===== src/hdl/lslf_pkg.sv =====
// Shared types and constants for the least-squares line fit block.
package lslf_pkg;

    // Fixed field widths of the point and result items
    localparam int XW = 10;
    localparam int YW = 32;
    localparam int QW = 32;

    // Fit outcome reported with each result
    typedef enum logic [1:0] {
        FIT_OK       = 2'd0,
        FIT_ZERO_DEN = 2'd1,
        FIT_OVERFLOW = 2'd2
    } t_fit_status;

    // Command to the shared multiply-accumulate unit
    typedef struct packed {
        logic start;
        logic clr;
        logic sub;
    } t_mac_ctl;

endpackage


===== src/hdl/lslf_mac.sv =====
// Shift-add multiply-accumulate unit: acc = (clr ? 0 : acc) +/- a * b, one bit of b a cycle.
module lslf_mac #(
    parameter int AW = 46,
    parameter int BW = 24,
    parameter int NW = 71
) (
    input  logic                 i_clk,
    input  logic                 i_rst_n,
    input  lslf_pkg::t_mac_ctl   i_ctl,
    input  logic signed [AW-1:0] i_a,
    input  logic        [BW-1:0] i_b,
    output logic                 o_done,
    output logic signed [NW-1:0] o_acc
);

    logic                 r_busy;
    logic                 r_sub;
    logic signed [NW-1:0] r_acc;
    logic signed [NW-1:0] r_m;
    logic        [BW-1:0] r_b;

    // Finish once no multiplier bits remain
    assign o_done = r_busy && (r_b == '0);
    assign o_acc  = r_acc;

    // Control: busy from start until the multiplier is used up
    always_ff @(posedge i_clk) begin
        if (!i_rst_n) begin
            r_busy <= 1'b0;
        end else if (i_ctl.start) begin
            r_busy <= 1'b1;
        end else if (o_done) begin
            r_busy <= 1'b0;
        end
    end

    // Datapath: add or subtract the shifted multiplicand for each set bit
    always_ff @(posedge i_clk) begin
        if (i_ctl.start) begin
            r_m   <= NW'(i_a);
            r_b   <= i_b;
            r_sub <= i_ctl.sub;
            if (i_ctl.clr) begin
                r_acc <= '0;
            end
        end else if (r_busy && (r_b != '0)) begin
            if (r_b[0]) begin
                r_acc <= r_sub ? (r_acc - r_m) : (r_acc + r_m);
            end
            r_m <= r_m <<< 1;
            r_b <= r_b >> 1;
        end
    end

endmodule


===== src/hdl/lslf_div.sv =====
// Restoring divider: signed numerator over positive denominator, truncated, saturated.
module lslf_div #(
    parameter int NW = 71,
    parameter int DW = 28
) (
    input  logic                             i_clk,
    input  logic                             i_rst_n,
    input  logic                             i_start,
    input  logic signed [NW-1:0]             i_num,
    input  logic        [DW-1:0]             i_den,
    output logic                             o_done,
    output logic signed [lslf_pkg::QW-1:0]   o_quot
);

    localparam int CNTW = $clog2(NW + 1);
    localparam int QW   = lslf_pkg::QW;

    logic            r_busy;
    logic [CNTW-1:0] r_cnt;
    logic            r_neg;
    logic [NW-1:0]   r_num;
    logic [DW-1:0]   r_den;
    logic [DW-1:0]   r_rem;
    logic [QW:0]     r_q;
    logic            r_sticky;

    logic [DW:0]     shifted;
    logic            fits;
    logic            over;
    logic [QW:0]     limit;

    // Trial subtract of one numerator bit
    assign shifted = {r_rem, r_num[NW-1]};
    assign fits    = shifted >= {1'b0, r_den};

    assign o_done = r_busy && (r_cnt == '0);

    // Saturate the magnitude to the signed 32-bit range
    assign limit = r_neg ? {1'b0, 1'b1, {(QW-1){1'b0}}} : {2'b00, {(QW-1){1'b1}}};
    assign over  = r_sticky || (r_q > limit);

    always_comb begin
        if (over) begin
            o_quot = r_neg ? {1'b1, {(QW-1){1'b0}}} : {1'b0, {(QW-1){1'b1}}};
        end else begin
            o_quot = r_neg ? -$signed(r_q[QW-1:0]) : $signed(r_q[QW-1:0]);
        end
    end

    // Control: count one step per numerator bit
    always_ff @(posedge i_clk) begin
        if (!i_rst_n) begin
            r_busy <= 1'b0;
            r_cnt  <= '0;
        end else if (i_start) begin
            r_busy <= 1'b1;
            r_cnt  <= CNTW'(NW);
        end else if (o_done) begin
            r_busy <= 1'b0;
        end else if (r_busy) begin
            r_cnt <= r_cnt - 1'b1;
        end
    end

    // Datapath: take the magnitude, then shift and subtract
    always_ff @(posedge i_clk) begin
        if (i_start) begin
            r_neg    <= i_num[NW-1];
            r_num    <= i_num[NW-1] ? NW'(-i_num) : NW'(i_num);
            r_den    <= i_den;
            r_rem    <= '0;
            r_q      <= '0;
            r_sticky <= 1'b0;
        end else if (r_busy && (r_cnt != '0)) begin
            r_rem    <= fits ? DW'(shifted - {1'b0, r_den}) : shifted[DW-1:0];
            r_num    <= r_num << 1;
            r_sticky <= r_sticky | r_q[QW];
            r_q      <= {r_q[QW-1:0], fits};
        end
    end

endmodule


===== src/hdl/least_squares_line_fit.sv =====
// Top level of the least-squares line fit: point accumulation, fit sequencer, output stage.
//
// Each request carries one point (x in tdata[9:0], Q16.16 y in tdata[41:10]); tlast ends
// the set. A point passes the accept, product and accumulate steps before the next request is
// taken; the first MAX_POINTS points of a set are summed and later ones only flag status 2.
// A last point then runs the fit on one shift-add multiply-accumulate unit and one restoring
// divider, both bit-serial: up to six multiply passes over a multiplier of at most BW bits
// (BW is the width of the sum of x squared, 24 bits at MAX_POINTS = 16) and two divisions of
// an NW-bit numerator (NW = 71 at MAX_POINTS = 16); a single point or an all-equal x set
// skips the divisions. The result goes out on tdata (slope low, intercept high) with
// the fit status on tuser, held in an output register so a new set can start while it waits.
module least_squares_line_fit #(
    parameter int MAX_POINTS = 16
) (
    input  logic        i_clk,
    input  logic        i_rst_n,
    input  logic        s_axis_tvalid,
    output logic        s_axis_tready,
    input  logic [47:0] s_axis_tdata,   // [9:0] x_value, [41:10] y_value
    input  logic        s_axis_tlast,   // last_point
    output logic        m_axis_tvalid,
    input  logic        m_axis_tready,
    output logic [63:0] m_axis_tdata,   // [31:0] slope_out, [63:32] intercept_out
    output logic [1:0]  m_axis_tuser    // [1:0] fit_status
);

    localparam int XW   = lslf_pkg::XW;
    localparam int YW   = lslf_pkg::YW;
    localparam int QW   = lslf_pkg::QW;
    localparam int LG   = $clog2(MAX_POINTS);
    localparam int CW   = $clog2(MAX_POINTS + 1);
    localparam int SXW  = $clog2(64'(MAX_POINTS) * 64'd1023 + 64'd1);
    localparam int SXXW = $clog2(64'(MAX_POINTS) * 64'd1046529 + 64'd1);
    localparam int SYW  = YW + LG;
    localparam int PXYW = XW + YW;
    localparam int SXYW = PXYW + LG;
    localparam int DW   = $clog2(64'(MAX_POINTS) * 64'(MAX_POINTS) * 64'd1046529 + 64'd1);
    localparam int AW   = SXYW;
    localparam int BW   = SXXW;
    localparam int NW   = AW + BW + 1;

    typedef enum logic [9:0] {
        S_IDLE     = 10'b0000000001,
        S_PROD     = 10'b0000000010,
        S_ACCUM    = 10'b0000000100,
        S_FIT      = 10'b0000001000,
        S_MAC_GO   = 10'b0000010000,
        S_MAC_WAIT = 10'b0000100000,
        S_CHECK    = 10'b0001000000,
        S_DIV_GO   = 10'b0010000000,
        S_DIV_WAIT = 10'b0100000000,
        S_OUT      = 10'b1000000000
    } t_state;

    // Multiply-accumulate passes of the fit
    typedef enum logic [2:0] {
        OP_DEN_A = 3'd0,
        OP_DEN_B = 3'd1,
        OP_SLO_A = 3'd2,
        OP_SLO_B = 3'd3,
        OP_INT_A = 3'd4,
        OP_INT_B = 3'd5
    } t_op;

    t_state                  r_state, n_state;
    t_op                     r_op;

    logic        [XW-1:0]    r_x;
    logic signed [YW-1:0]    r_y;
    logic                    r_last;
    logic        [2*XW-1:0]  r_pxx;
    logic signed [PXYW-1:0]  r_pxy;

    logic        [CW-1:0]    r_count;
    logic        [SXW-1:0]   r_sum_x;
    logic        [SXXW-1:0]  r_sum_xx;
    logic signed [SYW-1:0]   r_sum_y;
    logic signed [SXYW-1:0]  r_sum_xy;
    logic                    r_ovf;

    logic        [DW-1:0]    r_den;
    logic signed [QW-1:0]    r_slope;
    logic signed [QW-1:0]    r_icpt;
    lslf_pkg::t_fit_status   r_status;

    logic                    r_ovalid;
    logic signed [QW-1:0]    r_slope_o;
    logic signed [QW-1:0]    r_icpt_o;
    lslf_pkg::t_fit_status   r_status_o;

    lslf_pkg::t_mac_ctl      mac_ctl;
    logic signed [AW-1:0]    mac_a;
    logic        [BW-1:0]    mac_b;
    logic                    mac_done;
    logic signed [NW-1:0]    mac_acc;
    logic                    div_done;
    logic signed [QW-1:0]    div_quot;
    logic                    out_load;

    assign s_axis_tready = (r_state == S_IDLE);
    assign m_axis_tvalid = r_ovalid;
    assign m_axis_tdata  = {r_icpt_o, r_slope_o};
    assign m_axis_tuser  = r_status_o;
    assign out_load      = (r_state == S_OUT) && (!r_ovalid || m_axis_tready);

    // Select operands for the current multiply pass
    always_comb begin
        mac_ctl.start = (r_state == S_MAC_GO);
        mac_ctl.clr   = 1'b0;
        mac_ctl.sub   = 1'b0;
        mac_a         = r_sum_xy;
        mac_b         = BW'(r_count);
        case (r_op)
            OP_DEN_A: begin
                mac_ctl.clr = 1'b1;
                mac_a       = AW'($signed({1'b0, r_sum_xx}));
                mac_b       = BW'(r_count);
            end
            OP_DEN_B: begin
                mac_ctl.sub = 1'b1;
                mac_a       = AW'($signed({1'b0, r_sum_x}));
                mac_b       = BW'(r_sum_x);
            end
            OP_SLO_A: begin
                mac_ctl.clr = 1'b1;
                mac_a       = r_sum_xy;
                mac_b       = BW'(r_count);
            end
            OP_SLO_B: begin
                mac_ctl.sub = 1'b1;
                mac_a       = AW'(r_sum_y);
                mac_b       = BW'(r_sum_x);
            end
            OP_INT_A: begin
                mac_ctl.clr = 1'b1;
                mac_a       = AW'(r_sum_y);
                mac_b       = r_sum_xx;
            end
            OP_INT_B: begin
                mac_ctl.sub = 1'b1;
                mac_a       = r_sum_xy;
                mac_b       = BW'(r_sum_x);
            end
            default: begin
                mac_ctl.clr = 1'b0;
            end
        endcase
    end

    lslf_mac #(
        .AW (AW),
        .BW (BW),
        .NW (NW)
    ) u_mac (
        .i_clk   (i_clk),
        .i_rst_n (i_rst_n),
        .i_ctl   (mac_ctl),
        .i_a     (mac_a),
        .i_b     (mac_b),
        .o_done  (mac_done),
        .o_acc   (mac_acc)
    );

    lslf_div #(
        .NW (NW),
        .DW (DW)
    ) u_div (
        .i_clk   (i_clk),
        .i_rst_n (i_rst_n),
        .i_start (r_state == S_DIV_GO),
        .i_num   (mac_acc),
        .i_den   (r_den),
        .o_done  (div_done),
        .o_quot  (div_quot)
    );

    // Sequence the point and fit steps
    always_comb begin
        n_state = r_state;
        case (r_state)
            S_IDLE: begin
                if (s_axis_tvalid) begin
                    n_state = S_PROD;
                end
            end
            S_PROD:  n_state = S_ACCUM;
            S_ACCUM: n_state = r_last ? S_FIT : S_IDLE;
            S_FIT:   n_state = (r_count == CW'(1)) ? S_OUT : S_MAC_GO;
            S_MAC_GO: n_state = S_MAC_WAIT;
            S_MAC_WAIT: begin
                if (mac_done) begin
                    case (r_op)
                        OP_DEN_B: n_state = S_CHECK;
                        OP_SLO_B: n_state = S_DIV_GO;
                        OP_INT_B: n_state = S_DIV_GO;
                        default:  n_state = S_MAC_GO;
                    endcase
                end
            end
            S_CHECK: begin
                if (mac_acc[NW-1] || (mac_acc == '0)) begin
                    n_state = S_OUT;
                end else begin
                    n_state = S_MAC_GO;
                end
            end
            S_DIV_GO: n_state = S_DIV_WAIT;
            S_DIV_WAIT: begin
                if (div_done) begin
                    n_state = (r_op == OP_SLO_B) ? S_MAC_GO : S_OUT;
                end
            end
            S_OUT: begin
                if (out_load) begin
                    n_state = S_IDLE;
                end
            end
            default: n_state = S_IDLE;
        endcase
    end

    always_ff @(posedge i_clk) begin
        if (!i_rst_n) begin
            r_state <= S_IDLE;
        end else begin
            r_state <= n_state;
        end
    end

    // Advance the pass index of the fit
    always_ff @(posedge i_clk) begin
        if (!i_rst_n) begin
            r_op <= OP_DEN_A;
        end else begin
            case (r_state)
                S_FIT: r_op <= OP_DEN_A;
                S_MAC_WAIT: begin
                    if (mac_done) begin
                        case (r_op)
                            OP_DEN_A: r_op <= OP_DEN_B;
                            OP_SLO_A: r_op <= OP_SLO_B;
                            OP_INT_A: r_op <= OP_INT_B;
                            default:  r_op <= r_op;
                        endcase
                    end
                end
                S_CHECK: r_op <= OP_SLO_A;
                S_DIV_WAIT: begin
                    if (div_done && (r_op == OP_SLO_B)) begin
                        r_op <= OP_INT_A;
                    end
                end
                default: r_op <= r_op;
            endcase
        end
    end

    // Capture the point and form its products
    always_ff @(posedge i_clk) begin
        if (s_axis_tvalid && s_axis_tready) begin
            r_x    <= s_axis_tdata[XW-1:0];
            r_y    <= $signed(s_axis_tdata[XW+YW-1:XW]);
            r_last <= s_axis_tlast;
        end
        if (r_state == S_PROD) begin
            r_pxx <= r_x * r_x;
            r_pxy <= $signed({1'b0, r_x}) * r_y;
        end
    end

    // Accumulate the sums; drop points past the limit; clear after each fit
    always_ff @(posedge i_clk) begin
        if (!i_rst_n || out_load) begin
            r_count  <= '0;
            r_sum_x  <= '0;
            r_sum_xx <= '0;
            r_sum_y  <= '0;
            r_sum_xy <= '0;
            r_ovf    <= 1'b0;
        end else if (r_state == S_ACCUM) begin
            if (r_count < CW'(MAX_POINTS)) begin
                r_count  <= r_count + 1'b1;
                r_sum_x  <= r_sum_x + SXW'(r_x);
                r_sum_xx <= r_sum_xx + SXXW'(r_pxx);
                r_sum_y  <= r_sum_y + SYW'(r_y);
                r_sum_xy <= r_sum_xy + SXYW'(r_pxy);
            end else begin
                r_ovf <= 1'b1;
            end
        end
    end

    // Hold fit results and status
    always_ff @(posedge i_clk) begin
        case (r_state)
            S_FIT: begin
                r_status <= r_ovf ? lslf_pkg::FIT_OVERFLOW : lslf_pkg::FIT_OK;
                r_slope  <= r_sum_y[QW-1:0];
                r_icpt   <= '0;
            end
            S_CHECK: begin
                r_den <= mac_acc[DW-1:0];
                if (mac_acc[NW-1] || (mac_acc == '0)) begin
                    r_status <= lslf_pkg::FIT_ZERO_DEN;
                    r_slope  <= '0;
                    r_icpt   <= '0;
                end
            end
            S_DIV_WAIT: begin
                if (div_done) begin
                    if (r_op == OP_SLO_B) begin
                        r_slope <= div_quot;
                    end else begin
                        r_icpt <= div_quot;
                    end
                end
            end
            default: r_den <= r_den;
        endcase
    end

    // Output register: load a finished fit, drop it once taken
    always_ff @(posedge i_clk) begin
        if (!i_rst_n) begin
            r_ovalid <= 1'b0;
        end else if (out_load) begin
            r_ovalid <= 1'b1;
        end else if (m_axis_tready) begin
            r_ovalid <= 1'b0;
        end
    end

    always_ff @(posedge i_clk) begin
        if (out_load) begin
            r_slope_o  <= r_slope;
            r_icpt_o   <= r_icpt;
            r_status_o <= r_status;
        end
    end

endmodule

===== config.mk =====
export PLATFORM = sky130hd
export DESIGN_NAME = least_squares_line_fit
export DESIGN_NICKNAME = d
export VERILOG_FILES = /design/src/hdl/lslf_pkg.sv /design/src/hdl/lslf_mac.sv /design/src/hdl/lslf_div.sv /design/src/hdl/least_squares_line_fit.sv
export SDC_FILE = /design/constraint.sdc
export NUM_CORES = 2
export LEC_CHECK = 0
export ABC_AREA = 1
export CORE_ASPECT_RATIO = 1.25
export CORE_MARGIN = 4
export CORE_UTILIZATION = 40
export DETAILED_ROUTE_END_ITERATION = 8
export DONT_BUFFER_PORTS = 1
export PLACE_DENSITY_LB_ADDON = 0.3
export RECOVER_POWER = 100
export SYNTH_ARGS = -nofsm -noshare
export SYNTH_HDL_FRONTEND = slang
export SYNTH_HIERARCHICAL = 1
export SYNTH_SLANG_ARGS = --single-unit
export TNS_END_PERCENT = 1

===== constraint.sdc =====
create_clock -name i_clk -period 6.2 [get_ports i_clk]
set_input_delay 0.31 -clock i_clk [delete_from_list [all_inputs] [get_ports i_clk]]
set_output_delay 0.31 -clock i_clk [all_outputs]
set_load 0.05 [all_outputs]

==> impl_results.md <==
- Multi-input gate area: 37400 um^2
- Largest cells by area after synthesis: edfxtp_1 (24%), nand2_1 (13%), inv_1 (10%), fa_1 (9.9%), ha_1 (7.4%)
- Avg Synthesized Cell Area: 7.27 um^2
- Yosys top cell by area: edfxtp_1
- Vias: 57700
- Final std cells w/o fill: 11200
- Layout net count: 9686
- Post_cts resized: 0
- CP Data Required Time: 6.78 ns
- RSZ-0062 raised after global routing: no
- Status: finished with violations
- Synthesized cell area: 65300 um^2
- Num CTS Buffers: 86
- Slowest cell on crit path: clkbuf_1
- Routability cong.: 0.977
- Largest net degree at the start of global routing: 168
- Hold Path Class: input pin to flip-flop
- WL/cell: 18.7 um
- H-tree depth: 3
- Initial core utilization: 0.403
- Die X: 369 um
- First-pass GRT wire length: 323000 um
- DRT iter0 DRCs: 4043
- Yosys cell types: 71
- Failing checks: max-capacitance violations, max-slew violations
- Setup-failing EPs final: 0
- Synth warnings: 6
- Die Ht: 460 um
- Total Wirelength: 209000 um
- Post-synth EDFFs: 531
- Final Hold Vio Count: 0
- Most frequent cells in the layout: nand2_1 (2309), inv_1 (1737), nor2_1 (881)
- Worst rel slew slack: -2.15
- FF-to-FF path depth: 9
- Register area: 20200 um^2
- Vias in the first global route: 57500
- Critical-path maximum fanout: 72
- Share of cells above drive strength 1: 0.0443
- Crit path capture type: flip-flop
- Ys flop type: edfxtp_1
- GRT Total Usage: 0.244
- Arrival time worst endpoint: 6.60 ns
- Synth Instances: 8971
- Clk_lat worst skew: 0.77 ns
- DR pass1 iterations: 6
- Placeable Area: 162000 um^2
- Register bit total from synthesis: 742
- Antenna violations before repair: 5
- # rows: 165
- Share of the yosys chip area belonging to registers: 0.309
- Post-detail-place hpwl: 166000 um
- Crit share post-route: 0.970
- Hold depth: 1
- Clk slew on worst S/H paths: 0.07 ns
- I/O Buffers: 0
- Post-route minimum period: 6.01 ns
- Root Driver: clkbuf_16
- Die area: 170000 um^2
- Sum Neg Setup Slack: 0 ns
- Slew Viols, Final: 974
- Post-route ant nets: 0
- Largest stage delay, worst path: 3.29 ns
- Max-cap violations: 16
- # IOs: 121
- CTS tree: yes
- Placed instance count: 11000
- Global route overflow: 0
- Layout area overhead: 8.54%
- Clk buf depth: 3
- Clock sink count: 742
- Critical Path Start Type: flip-flop
- Setup Skew: 0.0826 ns
- Crit path cell chain: nor2_1 -> nand2_1 -> nor3_2 -> nand3_1 -> clkinv_2 -> clkbuf_1 -> nand3_1 -> nand2_1 -> inv_1
- Worst reg-to-reg setup slack: 0.19 ns
- Peak Freq: 166 MHz
- Asr flop ratio synth: 0
- Remaining DRCs: 0
- Fillers: 16700
- Syn Nets: 9730
- CP Class: flip-flop to flip-flop
- Worst-Margin Slew: 4.72 ns
- DR vias/cell: 5.17
- Commonest non-fill, non-tap cell in the layout: nand2_1
- Synth top area share: 0.244
[layer usage]
| layer | share of wire | track usage |
|---|---|---|
| met1 | 0.40 | 0.288 |
| met2 | 0.49 | 0.426 |
| met3 | 0.048 | 0.0257 |
| met4 | 0.068 | 0.146 |
| met5 | 0.00018 | 0 |
[worst max-delay path, delay by kind of cell, from the launching register on]
kind	cells	cell delay (ns)
buffers and inverters	3	3.47
and+or+nand+nor	6	1.91
DFF	1	0.32
[registers in the layout, indices dropped and copies added (netlist names), 19 cells and up]
register and cells:
r_den 28, r_icpt 32, r_icpt_o 32, r_pxx 19, r_pxy 42, r_slope 32, r_slope_o 32, r_sum_xx 24
r_sum_xy 46, r_sum_y 36, r_y 32, u_div/r_den 28, u_div/r_num 71, u_div/r_q 33, u_div/r_rem 28, u_mac/o_acc 71
u_mac/r_b 24, u_mac/r_m 71
[kinds of logic (layout without fill, tap and decap cells)]
logic type               after synthesis  count (layout)  synth area share
AND/OR/NAND/NOR                     4027            4027             0.260
buffers and inverters               2004            2031             0.118
AO/OA/AOI/OAI                       1229            1229             0.105
flip-flops                           742             742             0.309
adder cells (fa/ha/maj)              706             706             0.172
XOR/XNOR                             262             262            0.0352
multiplexers                           1               1          0.000173
other                                  0               1                 0
[what timing repair did]
action	in CTS	in global routing
hold endpoints to repair	66	0
setup buffers	0	0
hold buffers	46	0
[synth_stat cells, types with 8 or more instances]
master and n:
nand2_1 2303, inv_1 1731, nor2_1 880, edfxtp_1 531
a21oi_1 494, o21ai_0 421, nand3_1 395, ha_1 384
fa_1 322, xor2_1 214, dfxtp_1 211, clkbuf_1 141
nand4_1 128, o22ai_1 93, nor3_1 90, nand2_2 66
o21bai_1 54, buf_2 49, xnor2_1 48, nor2_2 35
inv_2 31, buf_1 30, a31oi_1 25, o211ai_1 21
o21a_1 21, nand3_2 19, a21o_1 18, nor2_4 18
o21ai_1 17, o221ai_1 16, nor4_1 15, nand2_4 12
nand3b_1 12, or2_2 12, and2_1 9, a21boi_0 8
nor3_2 8
[layout make-up]
cell class                 instances  area share
timing repair buffer             104      0.0132
inverter                        1768      0.0938
sequential                       742       0.285
multi-input combinational       6225       0.527
tap                             2171      0.0383
antenna                            1   0.0000353
clock inverter                    56      0.0103
clock buffer                     103      0.0321
[through the flow]
stage                     area [um^2]  hold slack [ns]  setup WS [ns]   util
after detailed placement        67600            0.394          0.520  0.417
final                           70800            0.188          0.186  0.437
after global placement          67600            0.393          0.600  0.417
after CTS                       71000           0.0404          0.496  0.438
after floorplan                 65300            0.379          0.428      -
after global routing            70800            0.167          0.107  0.437
[final timing paths]
kind | from | endpoint
worst max-delay path | r_state[4] | r_sum_xy[42]
worst min-delay path | s_axis_tdata[14] | r_y[4]
worst max register to register | r_state[4] | r_sum_xy[42]
worst min register to register | r_slope[4] | r_slope_o[4]
Power is not shown: default switching activity piles up to over one toggle a cycle in this logic, so the estimate is an artifact.
